==> config.mk <==
export PLATFORM = sky130hd
export DESIGN_NAME = integer_field_formatter_core
export DESIGN_NICKNAME = d
export VERILOG_FILES = /design/src/ifmt_pkg.sv /design/src/ifmt_front.sv /design/src/ifmt_job_queue.sv /design/src/ifmt_back.sv /design/src/integer_field_formatter_core.sv
export SDC_FILE = /design/constraint.sdc
export NUM_CORES = 1
export LEC_CHECK = 0
export ABC_AREA = 1
export BUFFER_PORTS_ARGS = -buffer_cell sky130_fd_sc_hd__buf_2
export CAP_MARGIN = 20
export CORE_MARGIN = 2
export CORE_UTILIZATION = 43
export CTS_CLUSTER_DIAMETER = 60
export DETAILED_ROUTE_END_ITERATION = 12
export GPL_TIMING_DRIVEN = 0
export SLEW_MARGIN = 20
export SYNTH_ARGS = -nofsm -noshare
export SYNTH_HDL_FRONTEND = slang
export SYNTH_SLANG_ARGS = --single-unit
==> constraint.sdc <==
create_clock -name clock -period 7.26 [get_ports clock]
set_clock_uncertainty 0.2 [all_clocks]
set_input_delay 1.452 -clock clock [delete_from_list [all_inputs] [get_ports clock]]
set_output_delay 1.452 -clock clock [all_outputs]
set_load 0.01 [all_outputs]
==> src/ifmt_pkg.sv <==
// Shared types, constants and a helper function for the integer field formatter.
package ifmt_pkg;

   // Widest field the block will produce; wider requests are clipped to it.
   localparam int MAX_FIELD_WIDTH = 63;
   localparam int WIDTH_BITS      = 6;
   localparam logic [WIDTH_BITS-1:0] MAX_WIDTH_CODE = WIDTH_BITS'(MAX_FIELD_WIDTH);

   // Decimal digits needed for a 32-bit magnitude.
   localparam int DEC_DIGITS = 10;

   // ASCII codes used for padding, the sign and the digit glyphs.
   localparam logic [7:0] CHAR_ZERO  = 8'h30;
   localparam logic [7:0] CHAR_SPACE = 8'h20;
   localparam logic [7:0] CHAR_MINUS = 8'h2D;
   localparam logic [7:0] CHAR_LOWER_A_LESS_TEN = 8'h57;

   // Conversion kinds carried by an item.
   typedef enum logic [1:0] {
      KIND_SDEC = 2'd0,
      KIND_UDEC = 2'd1,
      KIND_HEX  = 2'd2,
      KIND_CHAR = 2'd3
   } kind_type;

   // One request item as it arrives on the input channel.
   typedef struct packed {
      logic [1:0]            cmd;
      logic [31:0]           value;
      logic [WIDTH_BITS-1:0] field_width;
      logic                  align_left;
      logic                  pad_zeros;
   } req_item_type;

   // One result item: a single character of the field.
   typedef struct packed {
      logic [7:0] out_char;
      logic       is_last;
   } rsp_item_type;

   // A classified job as passed from the front end to the back end.
   typedef struct packed {
      kind_type              kind;
      logic [31:0]           mag;
      logic                  neg;
      logic [WIDTH_BITS-1:0] width;
      logic                  left;
      logic [7:0]            pad_char;
   } job_type;

   // Lowercase glyph for one hex or decimal digit.
   function automatic logic [7:0] digit_glyph(input logic [3:0] d);
      logic [7:0] ext;
      ext = {4'b0000, d};
      if (d < 4'd10) begin
         digit_glyph = CHAR_ZERO + ext;
      end else begin
         digit_glyph = CHAR_LOWER_A_LESS_TEN + ext;
      end
   endfunction

endpackage

==> src/ifmt_front.sv <==
// Front end: accepts request items and classifies them into jobs for the queue.
module ifmt_front (
   input  logic                  req_valid,
   output logic                  req_ready,
   input  ifmt_pkg::req_item_type req_item,
   input  logic                  queue_full,
   output logic                  push_valid,
   output ifmt_pkg::job_type     push_job
);

   ifmt_pkg::kind_type kind;
   logic               negative;

   // An item is taken whenever the queue has room.
   assign req_ready  = !queue_full;
   assign push_valid = req_valid && !queue_full;

   // Classify the item: sign, magnitude, clipped width and pad character.
   always_comb begin
      kind     = ifmt_pkg::kind_type'(req_item.cmd);
      negative = (kind == ifmt_pkg::KIND_SDEC) && req_item.value[31];

      push_job.kind = kind;
      push_job.neg  = negative;
      push_job.mag  = negative ? (~req_item.value + 32'd1) : req_item.value;
      push_job.left = req_item.align_left;

      if (req_item.field_width > ifmt_pkg::MAX_WIDTH_CODE) begin
         push_job.width = ifmt_pkg::MAX_WIDTH_CODE;
      end else begin
         push_job.width = req_item.field_width;
      end

      if (req_item.pad_zeros && !req_item.align_left) begin
         push_job.pad_char = ifmt_pkg::CHAR_ZERO;
      end else begin
         push_job.pad_char = ifmt_pkg::CHAR_SPACE;
      end
   end

endmodule

==> src/ifmt_job_queue.sv <==
// Two-entry job queue that decouples the front end from the back end.
module ifmt_job_queue (
   input  logic              clock,
   input  logic              reset,
   input  logic              push_valid,
   input  ifmt_pkg::job_type push_job,
   output logic              full,
   output logic              pop_valid,
   input  logic              pop_ready,
   output ifmt_pkg::job_type pop_job
);

   ifmt_pkg::job_type entry_ff [2];
   logic              wr_ptr_ff, wr_ptr_in;
   logic              rd_ptr_ff, rd_ptr_in;
   logic [1:0]        count_ff, count_in;
   logic              do_push, do_pop;

   assign full      = (count_ff == 2'd2);
   assign pop_valid = (count_ff != 2'd0);
   assign pop_job   = entry_ff[rd_ptr_ff];
   assign do_push   = push_valid && !full;
   assign do_pop    = pop_valid && pop_ready;

   // Pointer and occupancy update.
   always_comb begin
      wr_ptr_in = do_push ? !wr_ptr_ff : wr_ptr_ff;
      rd_ptr_in = do_pop ? !rd_ptr_ff : rd_ptr_ff;
      count_in  = count_ff;
      if (do_push && !do_pop) begin
         count_in = count_ff + 2'd1;
      end else if (do_pop && !do_push) begin
         count_in = count_ff - 2'd1;
      end
   end

   always_ff @(posedge clock) begin
      if (reset) begin
         wr_ptr_ff <= 1'b0;
         rd_ptr_ff <= 1'b0;
         count_ff  <= 2'd0;
      end else begin
         wr_ptr_ff <= wr_ptr_in;
         rd_ptr_ff <= rd_ptr_in;
         count_ff  <= count_in;
      end
   end

   // Job storage; no reset needed as occupancy guards every read.
   always_ff @(posedge clock) begin
      if (do_push) begin
         entry_ff[wr_ptr_ff] <= push_job;
      end
   end

endmodule

==> src/ifmt_back.sv <==
// Back end: converts a job to digits and emits the padded field one item per character.
module ifmt_back (
   input  logic                  clock,
   input  logic                  reset,
   input  logic                  job_valid,
   output logic                  job_ready,
   input  ifmt_pkg::job_type     job,
   output logic                  rsp_valid,
   input  logic                  rsp_ready,
   output ifmt_pkg::rsp_item_type rsp_item
);

   typedef enum logic [1:0] {
      ST_IDLE,
      ST_CONV,
      ST_SIZE,
      ST_EMIT
   } state_type;

   state_type                              state_ff, state_in;
   ifmt_pkg::job_type                      job_ff, job_in;
   logic [ifmt_pkg::DEC_DIGITS-1:0][3:0]   digits_ff, digits_in;
   logic [31:0]                            shreg_ff, shreg_in;
   logic [4:0]                             bit_cnt_ff, bit_cnt_in;
   logic [3:0]                             ndig_ff, ndig_in;
   logic [3:0]                             len_ff, len_in;
   logic [ifmt_pkg::WIDTH_BITS-1:0]        total_ff, total_in;
   logic [ifmt_pkg::WIDTH_BITS-1:0]        padn_ff, padn_in;
   logic [ifmt_pkg::WIDTH_BITS-1:0]        pos_ff, pos_in;
   logic                                   rsp_valid_ff, rsp_valid_in;
   ifmt_pkg::rsp_item_type                 rsp_ff, rsp_in;

   logic [ifmt_pkg::DEC_DIGITS-1:0][3:0]   adjusted;
   logic [3:0]                             ndig_calc;
   logic [3:0]                             len_calc;
   logic [ifmt_pkg::WIDTH_BITS-1:0]        len_ext;
   logic [ifmt_pkg::WIDTH_BITS-1:0]        total_calc;
   logic                                   slot_free;
   logic                                   in_content;
   logic [ifmt_pkg::WIDTH_BITS-1:0]        ci_wide;
   logic [3:0]                             ci;
   logic [3:0]                             digit_off;
   logic [3:0]                             digit_idx;
   logic [7:0]                             emit_char;
   logic                                   emit_last;

   assign job_ready = (state_ff == ST_IDLE);
   assign rsp_valid = rsp_valid_ff;
   assign rsp_item  = rsp_ff;
   assign slot_free = !rsp_valid_ff || rsp_ready;

   // Shift-and-add-three step: bump every BCD digit of five or more.
   always_comb begin
      for (int i = 0; i < ifmt_pkg::DEC_DIGITS; i++) begin
         adjusted[i] = (digits_ff[i] >= 4'd5) ? (digits_ff[i] + 4'd3) : digits_ff[i];
      end
   end

   // Count significant digits; a zero value still has one digit.
   always_comb begin
      ndig_calc = 4'd1;
      for (int i = 1; i < ifmt_pkg::DEC_DIGITS; i++) begin
         if (digits_ff[i] != 4'd0) begin
            ndig_calc = 4'(i + 1);
         end
      end
      if (job_ff.kind == ifmt_pkg::KIND_CHAR) begin
         len_calc = 4'd1;
      end else begin
         len_calc = ndig_calc + {3'b000, job_ff.neg};
      end
      len_ext    = {2'b00, len_calc};
      total_calc = (job_ff.width > len_ext) ? job_ff.width : len_ext;
   end

   // Character at the current field position.
   always_comb begin
      if (job_ff.left) begin
         in_content = (pos_ff < {2'b00, len_ff});
         ci_wide    = pos_ff;
      end else begin
         in_content = (pos_ff >= padn_ff);
         ci_wide    = pos_ff - padn_ff;
      end
      ci        = ci_wide[3:0];
      digit_off = ci - {3'b000, job_ff.neg};
      digit_idx = ndig_ff - 4'd1 - digit_off;

      if (!in_content) begin
         emit_char = job_ff.pad_char;
      end else if (job_ff.kind == ifmt_pkg::KIND_CHAR) begin
         emit_char = job_ff.mag[7:0];
      end else if (job_ff.neg && (ci == 4'd0)) begin
         emit_char = ifmt_pkg::CHAR_MINUS;
      end else begin
         emit_char = ifmt_pkg::digit_glyph(digits_ff[digit_idx]);
      end
      emit_last = (pos_ff == total_ff - 6'd1);
   end

   // Sequencer: take a job, convert, size the field, then emit it.
   always_comb begin
      state_in     = state_ff;
      job_in       = job_ff;
      digits_in    = digits_ff;
      shreg_in     = shreg_ff;
      bit_cnt_in   = bit_cnt_ff;
      ndig_in      = ndig_ff;
      len_in       = len_ff;
      total_in     = total_ff;
      padn_in      = padn_ff;
      pos_in       = pos_ff;
      rsp_valid_in = rsp_valid_ff && !rsp_ready;
      rsp_in       = rsp_ff;

      case (state_ff)
         ST_IDLE: begin
            if (job_valid) begin
               job_in     = job;
               shreg_in   = job.mag;
               bit_cnt_in = 5'd0;
               if ((job.kind == ifmt_pkg::KIND_SDEC) || (job.kind == ifmt_pkg::KIND_UDEC)) begin
                  digits_in = '0;
                  state_in  = ST_CONV;
               end else begin
                  digits_in = {8'h00, job.mag};
                  state_in  = ST_SIZE;
               end
            end
         end
         ST_CONV: begin
            // The top digit never exceeds four, so its high bit can be dropped.
            digits_in  = {adjusted[ifmt_pkg::DEC_DIGITS-1][2:0],
                          adjusted[ifmt_pkg::DEC_DIGITS-2:0], shreg_ff[31]};
            shreg_in   = {shreg_ff[30:0], 1'b0};
            bit_cnt_in = bit_cnt_ff + 5'd1;
            if (bit_cnt_ff == 5'd31) begin
               state_in = ST_SIZE;
            end
         end
         ST_SIZE: begin
            ndig_in  = ndig_calc;
            len_in   = len_calc;
            total_in = total_calc;
            padn_in  = total_calc - len_ext;
            pos_in   = '0;
            state_in = ST_EMIT;
         end
         ST_EMIT: begin
            if (slot_free) begin
               rsp_valid_in    = 1'b1;
               rsp_in.out_char = emit_char;
               rsp_in.is_last  = emit_last;
               pos_in          = pos_ff + 6'd1;
               if (emit_last) begin
                  state_in = ST_IDLE;
               end
            end
         end
         default: begin
            state_in = ST_IDLE;
         end
      endcase
   end

   always_ff @(posedge clock) begin
      if (reset) begin
         state_ff     <= ST_IDLE;
         rsp_valid_ff <= 1'b0;
      end else begin
         state_ff     <= state_in;
         rsp_valid_ff <= rsp_valid_in;
      end
      job_ff     <= job_in;
      digits_ff  <= digits_in;
      shreg_ff   <= shreg_in;
      bit_cnt_ff <= bit_cnt_in;
      ndig_ff    <= ndig_in;
      len_ff     <= len_in;
      total_ff   <= total_in;
      padn_ff    <= padn_in;
      pos_ff     <= pos_in;
      rsp_ff     <= rsp_in;
   end

endmodule

==> src/integer_field_formatter_core.sv <==
// Top level of the integer field formatter: front end, job queue and back end.
//
// Each request item is one printf-style integer or character conversion; the block returns
// the characters of the padded field as result items, one character per item, with is_last
// set on the final one. The front end classifies an item in the cycle it is accepted and
// places it in a two-entry queue, so up to two further items can be taken while one is being
// formatted. The back end handles one item at a time: a decimal item is loaded, converted
// by shift-and-add-three over its 32-bit magnitude, the field is sized and then its
// characters are emitted in order, each held back while the result register is full and
// not taken; hex and character items skip the conversion. The result register lets the
// next character be prepared while the current one waits to be taken.
module integer_field_formatter_core (
   input  logic                   clock,
   input  logic                   reset,
   input  logic                   req_valid,
   output logic                   req_ready,
   input  ifmt_pkg::req_item_type req_item,
   output logic                   rsp_valid,
   input  logic                   rsp_ready,
   output ifmt_pkg::rsp_item_type rsp_item
);

   logic              push_valid;
   ifmt_pkg::job_type push_job;
   logic              queue_full;
   logic              pop_valid;
   logic              pop_ready;
   ifmt_pkg::job_type pop_job;

   // Classification of incoming items.
   ifmt_front u_front (
      .req_valid  (req_valid),
      .req_ready  (req_ready),
      .req_item   (req_item),
      .queue_full (queue_full),
      .push_valid (push_valid),
      .push_job   (push_job)
   );

   // Decoupling queue between the two halves.
   ifmt_job_queue u_queue (
      .clock      (clock),
      .reset      (reset),
      .push_valid (push_valid),
      .push_job   (push_job),
      .full       (queue_full),
      .pop_valid  (pop_valid),
      .pop_ready  (pop_ready),
      .pop_job    (pop_job)
   );

   // Conversion and character emission.
   ifmt_back u_back (
      .clock     (clock),
      .reset     (reset),
      .job_valid (pop_valid),
      .job_ready (pop_ready),
      .job       (pop_job),
      .rsp_valid (rsp_valid),
      .rsp_ready (rsp_ready),
      .rsp_item  (rsp_item)
   );

endmodule

# Yosys cells after proc, flatten, opt, wreduce, memory -nomap -nowiden
# Memories as Yosys holds them, arrays and structs flattened. A register that Yosys moved wholly into a read port is not among the register bits.
# Cells that the tools add are included.
classes:
  eq_ne: 12
  n_bitwise: 1
  addsub: 24
  order_cmp: 16
  n_reduce_logical: 41
  n_mux: 55
ops:
  columns: ["op", "count"]
  rows:
  - ["$mux W32", 3]
  - ["$pmux W40 S2", 1]
  - ["$pmux W32 S2", 1]
  - ["$mux W4", 15]
  - ["$ge A4 B3 Y1 const B", 10]
  - ["$mux W40", 1]
  - ["$add A4 B2 Y4 const B", 9]
  - ["$reduce_bool A4 Y1", 9]
  - ["$add A32 B1 Y32 const B", 1]
  - ["$mux W8", 4]
  - ["$not A32 Y32", 1]
  - ["$mux W2", 9]
  - ["$mux W6", 3]
  - ["$bmux W4 S4", 1]
  - ["$mux W3", 5]
  - ["$pmux W6 S2", 1]
  - ["$mux W5", 2]
  - ["$pmux W5 S2", 1]
  - ["$logic_and A1 B1 Y1", 9]
  - ["$add A7 B4 Y8 const A", 1]
  - ["$eq A2 B2 Y1 const B", 4]
  - ["$logic_not A1 Y1", 8]
  - ["$ne A2 B1 Y1 const B", 4]
  - ["$pmux W2 S4", 1]
  - ["28 further kinds", 45]
totals:
  input_bits: 46
  word_cells: 180
  regBits: 145
  mem_bits_rw: 94
  out_inout_bits: 11
  n_memories: 1
mem_list:
  columns: ["memory", "depth", "word_bits", "rd", "rd_clocked_by_memory_dff", "wr", "line_no", "text"]
  rows:
  - ["u_queue.entry_ff", 2, 47, 1, 1, 1, "ifmt_job_queue.sv:13", "ifmt_pkg::job_type entry_ff [2];"]

# Longest topological paths before layout
# Gate-level depths: netlist of run 1.
logic_depth:
  ltp_word: 15
  mapped_depth: 28
  mapped_depth_nobuf: 28

# Cells and area by module
# Synthesis of run 1 repeated with hierarchy kept, for this count alone.
unflattened:
  hier_cells: 1342
  hier_area_um2: 13581.8
by_module_without_submodules:
  columns: ["mod", "instances", "cells_per_inst", "seq_area_each_um2", "area_per_inst_um2"]
  rows:
  - ["ifmt_back", 1, 897, 4204.0, 8217.9]
  - ["ifmt_job_queue", 1, 193, 3103.0, 4108.9]
  - ["ifmt_front", 1, 252, 0.0, 1255.0]

# Least setup slack after synthesis of run 1
# OpenSTA, ideal clock, no wires.
synth_path:
  path_kind: "register to register"
  start: "register u_back.state_ff[1]"
  end: "register u_back.bit_cnt_ff[0], enable pin"
  setup_time_ns: 0.619
  t_arrival_ns: 6.453
  synth_period_minus_slack_ns: 7.271
  setup_slack_ns: -0.011
  stages_incl_launch_ff: 7
  required_time_ns: 6.441
  cell_sequence: "dfxtp_1 inv_1 ha_1 clkbuf_1 inv_1 clkbuf_1 o21ai_0"
synth_between:
  elab_chain_cells: 3
  elab_cells_between_ends: 5
  classes_between: "2 x eq/ne; 3 x reduce/logical"
synth_lines:
  columns: ["element", "line_no", "text"]
  rows:
  - ["from (decl)", "ifmt_back.sv:20", "state_type state_ff, state_in;"]
  - ["from (signal assigned)", "ifmt_back.sv:171", "state_ff <= state_in;"]
  - ["$logic_not A2 Y1 or $eq A2 B1 Y1 (tied branches)", "ifmt_back.sv:116", "case (state_ff)"]
  - ["$ne A2 B1 Y1 (no line) or $reduce_bool A2 Y1 (tied branches)", null, null]
  - ["$reduce_and A2 Y1 (no line) *", null, null]
  - ["to (signal assigned)", "ifmt_back.sv:177", "bit_cnt_ff <= bit_cnt_in;"]
  - ["to (decl)", "ifmt_back.sv:24", "logic [4:0] bit_cnt_ff, bit_cnt_in;"]
# Mark *: on every way between the ends. The rest lies on a longest branch, timed or not.
# A chain may end at the register's enable or synchronous reset.

# Worst setup path after layout of run 1
layout_path:
  start: "register u_back.digits_ff[8] (netlist name)"
  end: "register u_back.padn_ff[4] (netlist name), data pin"
layout_between:
  elab_chain_cells: 14
layout_lines:
  columns: ["element", "line_no", "text"]
  rows:
  - ["from (decl)", "ifmt_back.sv:22", "logic [ifmt_pkg::DEC_DIGITS-1:0][3:0] digits_ff, digits_in;"]
  - ["from (signal assigned)", "ifmt_back.sv:175", "digits_ff <= digits_in;"]
  - ["$reduce_bool A4 Y1 *", "ifmt_back.sv:63", "if (digits_ff[i] != 4'd0) begin"]
  - ["$mux W2 *", "ifmt_back.sv:63", null]
  - ["$mux W3 * (4 in a row)", "ifmt_back.sv:63", null]
  - ["$mux W4 * (3 in a row)", "ifmt_back.sv:63", null]
  - ["via u_back.ndig_calc[0]", "ifmt_back.sv:34", "logic [3:0] ndig_calc;"]
  - ["$add A4 B1 Y4 *", "ifmt_back.sv:70", "len_calc = ndig_calc + {3'b000, job_ff.neg};"]
  - ["$mux W4 *", "ifmt_back.sv:67", "if (job_ff.kind == ifmt_pkg::KIND_CHAR) begin"]
  - ["$gt A6 B4 Y1", "ifmt_back.sv:73", "total_calc = (job_ff.width > len_ext) ? job_ff.width : len_ext;"]
  - ["$mux W6", "ifmt_back.sv:73", null]
  - ["$sub A6 B4 Y6 *", "ifmt_back.sv:145", "padn_in = total_calc - len_ext;"]
  - ["to (signal assigned)", "ifmt_back.sv:181", "padn_ff <= padn_in;"]
  - ["to (decl)", "ifmt_back.sv:28", "logic [ifmt_pkg::WIDTH_BITS-1:0] padn_ff, padn_in;"]
# Mark *: on every way through the listed nets, which the timed path passes. The rest lies on a longest branch.

==> results.tsv, run 1 <==
stage	metric	value	unit
run_status	status	finished, final reports clean	
clock_network	clock-sinks	225	
place	dp_hpwl	19.6	mm
synth	syn_area_per_cell	9.60	um^2
timing	hold_viol_final	0	
power_and_ir_drop	powerDensity	536	nW/um^2
floorplan	die_width	170	um
setup_path	crit_slowest_cell	a211oi_1	
place	place_inst	1669	
timing	slew_violations	0	
clock_network	htreeDepth	1	
grt	use_met2	31.0	%
floorplan	start_util	44.0	%
layout	multi_input_area	4530	um^2
synth	yosys_warnings	0	
synth	postSynth.asyncResetShare	0	%
clock_network	post_cts_resized	0	
power_and_ir_drop	p_leak	5.66	nW
layout	regArea	6680	um^2
grt	grt.overflow.total	0	
clock_network	root_buffer	clkbuf_16	
setup_path	path_max_fanout	8	
setup_path	worstSetupStartpointType	register	
setup_path	critPathArrivalTime	5440	ps
grt	grt_pass1_vias	8286	
place	portBuffers	50	
synth	synthCells	1241	
synth	synth.distinct_cells	43	
setup_path	cp-end-kind	register	
synth	synth_seq_cells	225	
clock_network	cts_made_buffers	27	
layout	nets	1428	
clock_network	hold_buffers	0	
clock_network	cts_tree	built	
hold_path	worstHoldPathType	reg -> reg	
grt	grt_use_met3	2.19	%
floorplan	num_io_pins	57	
grt	antenna_found_initial	0	
timing	setup_viol	0	
route	avgViaCountPerCell	5.00	
job	cap_viol_max_count	0	
grt	grt_first_pass_wirelength	42.3	mm
floorplan	core	27100	um^2
clock_network	clk_path_buf_depth	3	
setup_path	crit_chain	inv_1, ha_1, nand2_1, nor2_1, a211oi_1, o31ai_1, nand3_1, nand2_1, a21oi_1, ha_1, ha_1, nand2_1, ha_1, a21oi_1, o21ai_0, a211oi_1, nand3_1, o21ai_0, ha_1, inv_1, fa_1, nand3_1, nand3_1, xor2_1	
place	pre_cts_ws	1950	ps
layout	drive_above_1_share	10.5	%
layout	antenna_cells	0	
synth	synth_edf_count	217	
layout	area_growth	15.6	%
route	ant_nets	0	
grt	top_usage_layer	met2	
setup_path	cp_common_cell	ha_1	
floorplan	die-area	29100	um^2
timing	finalCritPeriodShare	73.6	%
timing	finalCriticalPeriod	5350	ps
route	vias	8598	
timing	finalWorstSetupSlack	1910	ps
route	drtIter0Drc	675	
timing	slew_headroom	29.7	%
synth	synth_nets	1343	
route	firstDrtPassIters	5	
timing	rsz0062_at_grt	false	
place	gp_congestion	0.830	
timing	tightest_slew	1050	ps
grt	grt_usage	18.3	%
timing	fmax	187	MHz
clock_network	clk_pin_slew	60	ps
power_and_ir_drop	peakVddDrop	0.000281	V
synth	synth-seq-area-share	56.0	%
grt	grt_start_max_net_pins	24	
power_and_ir_drop	total_power	0.00739	W
setup_path	cp.required	7350	ps
route	drc	0	
synth	syn_area	11900	um^2
layout	final_cell_count_no_fill	1719	
synth	synth_flop_cell	edfxtp_1	
layout	fill_cells	2412	
floorplan	fp.dieH	170	um
clock_network	clock_latency	540	ps
grt	grt_use_met1	24.8	%
route	drt-wirelength-per-cell	15.1	um
floorplan	rows	60	
setup_path	crit_type	reg -> reg	
clock_network	cts_setup_buffers	0	
route	drt_wl_total	25.9	mm
setup_path	max_stage_delay	680	ps
worst max-delay path: cells and delay by family, from the launching register on:
family | cells | cell delay (ps)
AOI/OAI and AO/OA | 7 | 1540
buffers and inverters | 2 | 180
xor gates and xnor gates | 1 | 150
adders and majority gates | 6 | 1660
and+or+nand+nor | 8 | 930
DFF | 1 | 440
routing by layer:
layer	wire [um]	share of wire (%)	up-vias
met4	567	2.2	0
met2	12400	48	176
met5	0	0	-
li1	-	-	4372
met1	11900	46	4008
met3	1100	4.3	42
cell usage after synthesis, drive strengths merged (3+ instances only):
cell type	number	share of area, %
nand2	294	9.6
edfxtp	217	55
inv	150	4.7
o21ai	118	5.1
nor2	117	3.7
nand3	60	2.7
a21oi	53	2.3
ha	52	5.5
xor2	44	3.2
clkbuf	33	1.0
xnor2	15	1.2
nor3	12	0.59
o22ai	12	0.63
nand4	9	0.47
buf	8	0.48
dfxtp	8	1.3
o211ai	6	0.38
o32ai	6	0.44
or2	6	0.32
nor4	5	0.26
fa	4	0.67
a211oi	3	0.19
nand3b	3	0.19
per-stage QoR:
step	TNS, ps	hold WS (ps)	utilization, %	area, um^2
final	0	246	50.8	13800
after global routing	0	273	50.8	13800
after CTS	0	252	50.8	13800
after detailed placement	0	241	47.3	12800
after global placement	-8830	237	46.6	12600
after floorplan	0	225	-	11900
logic make-up after synthesis:
kind of cell	count (synthesis)	share of synthesized area (%)
AO/OA/AOI/OAI	203	9.33
XOR/XNOR	59	4.40
adder cells (fa/ha/maj)	56	6.13
buffers and inverters	191	6.25
flip-flops	225	56.0
multiplexers	1	0.0840
AND/OR/NAND/NOR	506	17.8
state kept, by name, summed over array words and instances (netlist names), named ones only:
name,flops
u_queue.wr_ptr_ff,1
u_back.digits_ff,40
u_back.rsp_valid,1
u_back.rsp_item,9
u_back.state_ff,2
u_queue.count_ff,2
u_back.total_ff,6
u_back.shreg_ff,32
u_back.ndig_ff,4
u_back.len_ff,4
u_back.job_ff,19
u_back.pos_ff,6
u_queue.entry_ff,86
u_queue.rd_ptr_ff,1
u_back.padn_ff,6
u_back.bit_cnt_ff,5
power by group:
| part | switching (W) | leakage [nW] | total (W) | internal, W |
|---|---|---|---|---|
| Clock | 0.000532 | 0.461 | 0.00140 | 0.000871 |
| Sequential | 0.000260 | 2.12 | 0.00236 | 0.00210 |
| Combinational | 0.00236 | 3.08 | 0.00363 | 0.00127 |
| Total | 0.00315 | 5.66 | 0.00739 | 0.00424 |
cells in the final DEF, fill, tap and decap left out, types with 14 or more instances in the layout:
master,instances
edfxtp_1,217
xnor2_1,14
nand3_1,58
clkbuf_1,37
xor2_1,44
clkbuf_16,27
a21oi_1,50
nor2_1,115
ha_1,52
nand2_1,285
o21ai_0,110
buf_2,51
inv_1,141
final timing paths:
kind	from	end	slack [ps]	cells after the start
setup reg to reg	u_back.digits_ff[8]$_DFFE_PP_	u_back.padn_ff[4]$_DFFE_PP_	1910	24
hold / removal	u_queue.rd_ptr_ff$_SDFFE_PP0P_	register	250	1
hold reg to reg	u_queue.rd_ptr_ff$_SDFFE_PP0P_	register	250	1
setup / recovery	u_back.digits_ff[8]$_DFFE_PP_	u_back.padn_ff[4]$_DFFE_PP_	1910	24
area by class of cell:
class	count	share of cell area [%]
Clock buffer	35	5.41
Inverter	150	4.09
Timing Repair Buffer	56	3.02
Tap cell	372	3.38
Sequential cell	225	48.5
Buffer	41	1.32
Multi-Input combinational cell	825	32.9
Clock inverter	15	1.44
Note: power is estimated with default switching activity, not from simulation.
==> inputs of run 2 (changes only) <==
Clock period 7.26 ns to 5.4 ns, I/O delays scaled along.
==> run 2 against run 1 <==
Effect of this change: hold slack better by 0.55 ps; register-to-register slack got worse by 1500 ps; critical path depth up 2; via count shrank 0.15%; global-route usage did not move; final cell count is 0.12% higher; sequential share of layout area down 0.088 points; non-clock buffer count grew 2; core utilization up 0.092 points; count of clock-buffer cells in the layout did not move; final area rose by 0.18%; critical path type unchanged; largest cell class unchanged.
==> results.tsv, run 2 (synthesis gave the netlist of run 1 again) <==
stage	metric	value	unit	change
clock_network	clock-sinks	225		unchanged
route	drc	0		unchanged
clock_network	htreeDepth	1		unchanged
floorplan	num_io_pins	57		unchanged
grt	grt_first_pass_wirelength	42.3	mm	unchanged
timing	slew_violations	0		unchanged
route	drt-wirelength-per-cell	15.0	um	was 15.1 um
setup_path	critPathArrivalTime	5090	ps	was 5440 ps
timing	fmax	200	MHz	was 187 MHz
place	placed_cell_area	12800	um^2	unchanged
route	avgViaCountPerCell	4.99		was 5.00
clock_network	clock_latency	540	ps	about the same
setup_path	r2r-start	u_back.digits_ff[4]$_DFFE_PP_		was u_back.digits_ff[8]$_DFFE_PP_
grt	antenna_found_initial	0		unchanged
route	drt_wl_total	25.9	mm	about the same
setup_path	path_max_fanout	6		was 8
grt	grt_start_max_net_pins	24		unchanged
clock_network	clk_path_buf_depth	3		unchanged
floorplan	start_util	44.0	%	unchanged
layout	fill_cells	2408		was 2,412
setup_path	reg2reg_to	u_back.padn_ff[5]$_DFFE_PP_		was u_back.padn_ff[4]$_DFFE_PP_
floorplan	rows	60		unchanged
place	dp_hpwl	19.6	mm	unchanged
setup_path	worstSetupStartpointType	register		unchanged
clock_network	clk_pin_slew	60	ps	about the same
layout	area_growth	15.8	%	was 15.6%
floorplan	core	27100	um^2	unchanged
layout	multi_input_area	4540	um^2	was 4530 um^2
setup_path	max_stage_delay	410	ps	was 680 ps
timing	finalCritPeriodShare	92.7	%	was 73.6%
clock_network	cts_made_buffers	27		unchanged
grt	grt_usage	18.3	%	unchanged
grt	grt_pass1_vias	8286		unchanged
timing	setup_viol	0		unchanged
place	portBuffers	50		unchanged
route	ant_nets	0		unchanged
layout	layout_commonest_cell	nand2_1		unchanged
setup_path	cp.required	5480	ps	was 7350 ps
route	drtIter0Drc	613		was 675
setup_path	rrSetupSlack	390	ps	was 1910 ps
setup_path	cp_common_cell	ha_1		unchanged
setup_path	crit_type	reg -> reg		unchanged
floorplan	fp.dieH	170	um	unchanged
layout	nets	1430		was 1,428
setup_path	r2r_cells	26		was 24
setup_path	crit_slowest_cell	edfxtp_1		was a211oi_1
timing	slew_headroom	28.6	%	was 29.7%
setup_path	cp-end-kind	register		unchanged
layout	drive_above_1_share	10.9	%	was 10.5%
layout	regMostFlops	u_queue.entry_ff		unchanged
clock_network	root_buffer	clkbuf_16		unchanged
run_status	status	finished, final reports clean		unchanged
hold_path	holdPathStages	1		unchanged
place	gp_congestion	0.830		unchanged
route	firstDrtPassIters	6		was 5
layout	top_regs	u_queue.entry_ff: 86 flops, u_back.digits_ff: 40 flops, u_back.shreg_ff: 32 flops		unchanged
timing	holdWs	247	ps	was 246 ps
hold_path	worstHoldPathType	reg -> reg		unchanged
clock_network	hold_buffers	0		unchanged
layout	regArea	6680	um^2	unchanged
floorplan	die_width	170	um	unchanged
route	vias	8585		was 8,598
floorplan	die-area	29100	um^2	unchanged
timing	tns	0	ps	unchanged
timing	finalCriticalPeriod	5010	ps	was 5350 ps
timing	hold_viol_final	0		unchanged
layout	antenna_cells	0		unchanged
layout	fin_area	13800	um^2	about the same
grt	grt.overflow.total	0		unchanged
hold_path	min-delay-start	u_queue.rd_ptr_ff$_SDFFE_PP0P_		unchanged
timing	tightest_slew	1070	ps	was 1050 ps
layout	largest_register_ff_count	86		unchanged
job	cap_viol_max_count	0		unchanged
clock_network	cts_tree	built		unchanged
layout	most-common-layout-cells	nand2_1, edfxtp_1, inv_1, nor2_1, o21ai_0		unchanged
==> run 2: cell types whose count changed in the layout (fill, tap and decap cells not counted), sizes merged <==
cell,delta
buf,+2
==> run 2: worst max-delay path by stage <==
| stage | from | endpoint | slack [ps] | depth (start not counted) |
|---|---|---|---|---|
| 6_report | u_back.digits_ff[4]$_DFFE_PP_ | u_back.padn_ff[5]$_DFFE_PP_ | 390 | 26 |
| 5_1_grt | u_back.digits_ff[4]$_DFFE_PP_ | u_back.padn_ff[4]$_DFFE_PP_ | -50 | 25 |
| 4_1_cts | u_back.digits_ff[4]$_DFFE_PP_ | u_back.padn_ff[4]$_DFFE_PP_ | 60 | 23 |
| 3_5_place_dp | u_back.digits_ff[4]$_DFFE_PP_ | u_back.padn_ff[4]$_DFFE_PP_ | 90 | 23 |
| 3_3_place_gp | u_back.state_ff[1]$_SDFFE_PP0P_ | u_back.shreg_ff[28]$_DFFE_PP_ | -1980 | 6 |
| 2_1_floorplan | u_back.state_ff[1]$_SDFFE_PP0P_ | u_back.bit_cnt_ff[0]$_SDFFCE_PN0P_ | 210 | 6 |
==> run 2: area by class of cell <==
class	count	share of cell area, %
flip-flops and latches	225	48.4
multi-input cells	825	32.9
clock buffers	35	5.40
inverters	150	4.08
well taps	372	3.37
repair buffers	58	3.12
clock inverters	15	1.44
plain buffers	41	1.31
==> run 2: repair_timing <==
action	CTS	global route
resized for setup	0	3
buffers inserted	0	2
endpoints found under the setup margin	0	5
==> run 2: per-stage QoR <==
step           instances  util [%]  setup slack, ps
3_5_place_dp        1669      47.3             86.4
3_3_place_gp        1663      46.6            -1980
4_1_cts             1719      50.8             63.1
2_1_floorplan       1241         -              209
6_report            1721      50.9              394
5_1_grt             1721      50.9            -47.9
==> run 2: critical path: cells and delay by family (launching register included) <==
family / cells / cell delay, ps
XOR/XNOR: 1 / 130
flip-flops: 1 / 410
AO/OA/AOI/OAI: 8 / 1660
adder cells (fa/ha/maj): 5 / 1200
AND/OR/NAND/NOR: 9 / 710
buffers and inverters: 3 / 430
==> run 2: per-layer routing <==
metal,vias up,track usage [%],share of wire (%)
li1,4373,-,-
met1,3999,24.8,46
met2,171,31.0,48
met3,42,2.19,3.9
met4,0,5.35,2.2
met5,-,0,0
Power of run 2 is left out: the tool's default activity adds up to more than one toggle a clock period on the data nets, which glitch-free logic cannot reach.
==> inputs of run 3 (changes only) <==
Settings changed: CTS_CLUSTER_SIZE set to 24, PLACE_DENSITY set to 0.58.
==> run 3 against run 2 <==
Effect of this change: sequential cell count did not move; final area shrank 1.5%; count of clock-buffer cells in the layout decreased by 13; first-iteration DRC count shrank 12%; maximum frequency decreased by 1.9%; non-clock buffer count up 2; final cell count shrank 0.70%; core utilization decreased by 0.76 points; critical path type unchanged; die area is the same; wire length shrank 0.80%; sequential share of layout area increased by 0.73 points; global-route usage decreased by 0.091 points.
==> results.tsv, run 3 (synthesis gave the netlist of run 1 again) <==
stage	metric	value	unit	change
timing	finalCriticalPeriod	5100	ps	was 5010 ps
power_and_ir_drop	internal-power	0.00535	W	
layout	regMostFlops	u_queue.entry_ff		unchanged
power_and_ir_drop	netSwitchingFraction	44.5	%	
setup_path	cp-end-kind	register		unchanged
floorplan	core	27100	um^2	unchanged
route	drtIter0Drc	541		was 613
place	dp_hpwl	19.6	mm	about the same
clock_network	clock-sinks	225		unchanged
timing	finalWorstSetupSlack	298	ps	was 394 ps
setup_path	rrSetupSlack	300	ps	was 390 ps
place	pre_cts_ws	118	ps	was 86.4 ps
setup_path	path_max_fanout	5		was 6
hold_path	hold_end	u_queue.rd_ptr_ff$_SDFFE_PP0P_		
layout	most-common-layout-cells	nand2_1, edfxtp_1, inv_1, nor2_1, o21ai_0		unchanged
power_and_ir_drop	peakVddDrop	0.000274	V	
timing	hold_viol_final	0		unchanged
grt	grt_first_pass_wirelength	41.9	mm	was 42.3 mm
route	vias	8481		was 8,585
floorplan	num_io_pins	57		unchanged
route	drc	0		unchanged
layout	nets	1425		was 1,430
floorplan	die-area	29100	um^2	unchanged
layout	antenna_cells	0		unchanged
clock_network	clk_path_buf_depth	3		unchanged
setup_path	reg2reg_to	u_back.padn_ff[4]$_DFFE_PP_		was u_back.padn_ff[5]$_DFFE_PP_
power_and_ir_drop	seq_power_share	32.9	%	
layout	multi_input_area	4530	um^2	was 4540 um^2
clock_network	clock_latency	520	ps	was 540 ps
place	gp_congestion	0.847		was 0.830
hold_path	holdPathStages	1		unchanged
power_and_ir_drop	p_leak	5.56	nW	
route	drt-wirelength-per-cell	15.0	um	about the same
layout	layout_commonest_cell	nand2_1		unchanged
setup_path	crit_type	reg -> reg		unchanged
layout	drive_above_1_share	10.3	%	was 10.9%
job	cap_viol_max_count	0		unchanged
setup_path	critPathArrivalTime	5170	ps	was 5090 ps
layout	area_growth	14.1	%	was 15.8%
clock_network	cts_made_buffers	20		was 27
floorplan	fp.dieH	170	um	unchanged
hold_path	worstHoldPathType	reg -> reg		unchanged
floorplan	start_util	44.0	%	unchanged
clock_network	cts_tree	built		unchanged
route	firstDrtPassIters	5		was 6
route	ant_nets	0		unchanged
power_and_ir_drop	p_sw	0.00429	W	
grt	grt.overflow.total	0		unchanged
route	avgViaCountPerCell	4.96		was 4.99
clock_network	clk_pin_slew	90	ps	was 60 ps
timing	slew_headroom	33.2	%	was 28.6%
setup_path	cp.required	5470	ps	was 5480 ps
layout	final_util	50.2	%	was 50.9%
layout	final_cell_count_no_fill	1709		was 1,721
clock_network	htreeDepth	1		unchanged
grt	grt_start_max_net_pins	25		was 24
power_and_ir_drop	comb_power_share	51.1	%	
timing	tightest_slew	1000	ps	was 1070 ps
place	place_inst	1671		was 1,669
power_and_ir_drop	powerDensity	709	nW/um^2	
power_and_ir_drop	total_power	0.00964	W	
run_status	status	finished, final reports clean		unchanged
timing	finalCritPeriodShare	94.5	%	was 92.7%
setup_path	r2r-start	u_back.digits_ff[8]$_DFFE_PP_		was u_back.digits_ff[4]$_DFFE_PP_
timing	setup_viol	0		unchanged
timing	slew_violations	0		unchanged
layout	regArea	6680	um^2	unchanged
clock_network	hold_buffers	0		unchanged
hold_path	min-delay-start	u_queue.rd_ptr_ff$_SDFFE_PP0P_		unchanged
floorplan	die_width	170	um	unchanged
setup_path	worstSetupStartpointType	register		unchanged
grt	antenna_found_initial	0		unchanged
floorplan	rows	60		unchanged
layout	top_regs	u_queue.entry_ff: 86 flops, u_back.digits_ff: 40 flops, u_back.shreg_ff: 32 flops		unchanged
timing	tns	0	ps	unchanged
grt	grt_usage	18.2	%	was 18.3%
timing	fmax	196	MHz	was 200 MHz
route	drt_wl_total	25.7	mm	was 25.9 mm
setup_path	r2r_cells	25		was 26
layout	largest_register_ff_count	86		unchanged
place	portBuffers	50		unchanged
power_and_ir_drop	p_clk_share	16.0	%	
layout	fill_cells	2438		was 2,408
clock_network	root_buffer	clkbuf_16		unchanged
grt	grt_pass1_vias	8062		was 8,286
run 3: how the worst max path moves through the flow:
stage | endpoint | start | slack (ps) | depth (start not counted)
final | u_back.padn_ff[4]$_DFFE_PP_ | u_back.digits_ff[8]$_DFFE_PP_ | 300 | 25
after global routing | u_back.padn_ff[4]$_DFFE_PP_ | u_back.digits_ff[9]$_DFFE_PP_ | -30 | 25
after CTS | u_back.padn_ff[4]$_DFFE_PP_ | u_back.digits_ff[8]$_DFFE_PP_ | 70 | 27
after detailed placement | u_back.padn_ff[4]$_DFFE_PP_ | u_back.digits_ff[4]$_DFFE_PP_ | 120 | 25
after global placement | u_back.bit_cnt_ff[4]$_SDFFCE_PN0P_ | u_back.state_ff[1]$_SDFFE_PP0P_ | -1960 | 6
after floorplan | u_back.bit_cnt_ff[0]$_SDFFCE_PN0P_ | u_back.state_ff[1]$_SDFFE_PP0P_ | 210 | 6
run 3: critical path: stages (launching register included):
cell and delay (ps):
edfxtp_1 460, inv_1 120, ha_1 210, nand2_1 90, nor2_1 140, a211oi_1 110, o31ai_1 210, nand3_1 140
nand2_1 80, a21oi_1 100, ha_1 240, ha_1 290, nand2_1 160, ha_1 370, a21oi_1 150, o21ai_0 110
a211oi_2 310, buf_4 190, nand3_1 60, o21ai_0 120, ha_1 180, inv_1 60, fa_1 410, nand3_1 100
nand3_1 80, xor2_1 150
run 3: final cells by class:
type	count	area share, %
buffer	41	1.33
clock buffer	22	3.89
clock inverter	14	1.41
inverter	150	4.14
multi-input combinational	825	33.3
sequential	225	49.1
tap	372	3.42
timing repair buffer	60	3.37
run 3: timing repair:
action                                  in CTS  in global routing
endpoints found under the hold margin        0                  0
setup buffers                                0                  2
gates resized for setup                      0                  2
endpoints found under the setup margin       0                  5
run 3: metrics by stage:
step | hold WS (ps) | cell area (um^2)
after floorplan | 225 | 11900
after global placement | 232 | 12600
after detailed placement | 247 | 12900
after CTS | 258 | 13600
after global routing | 301 | 13600
final | 267 | 13600
run 3: routing by layer:
layer | track usage, % | vias up | routed length [um]
li1 | - | 4349 | -
met1 | 25.5 | 3926 | 12300
met2 | 29.8 | 165 | 11700
met3 | 2.07 | 41 | 955
met4 | 5.83 | 0 | 679
met5 | 0 | - | 0
run 3: power by group through the flow:
stage | clock (W) | combinational, W | sequential, W
2_1_floorplan | 0 | 0.00358 | 0.00313
3_3_place_gp | 0 | 0.00464 | 0.00328
3_5_place_dp | 0 | 0.00489 | 0.00320
4_1_cts | 0.00158 | 0.00493 | 0.00316
5_1_grt | 0.00164 | 0.00562 | 0.00323
6_report | 0.00155 | 0.00492 | 0.00317
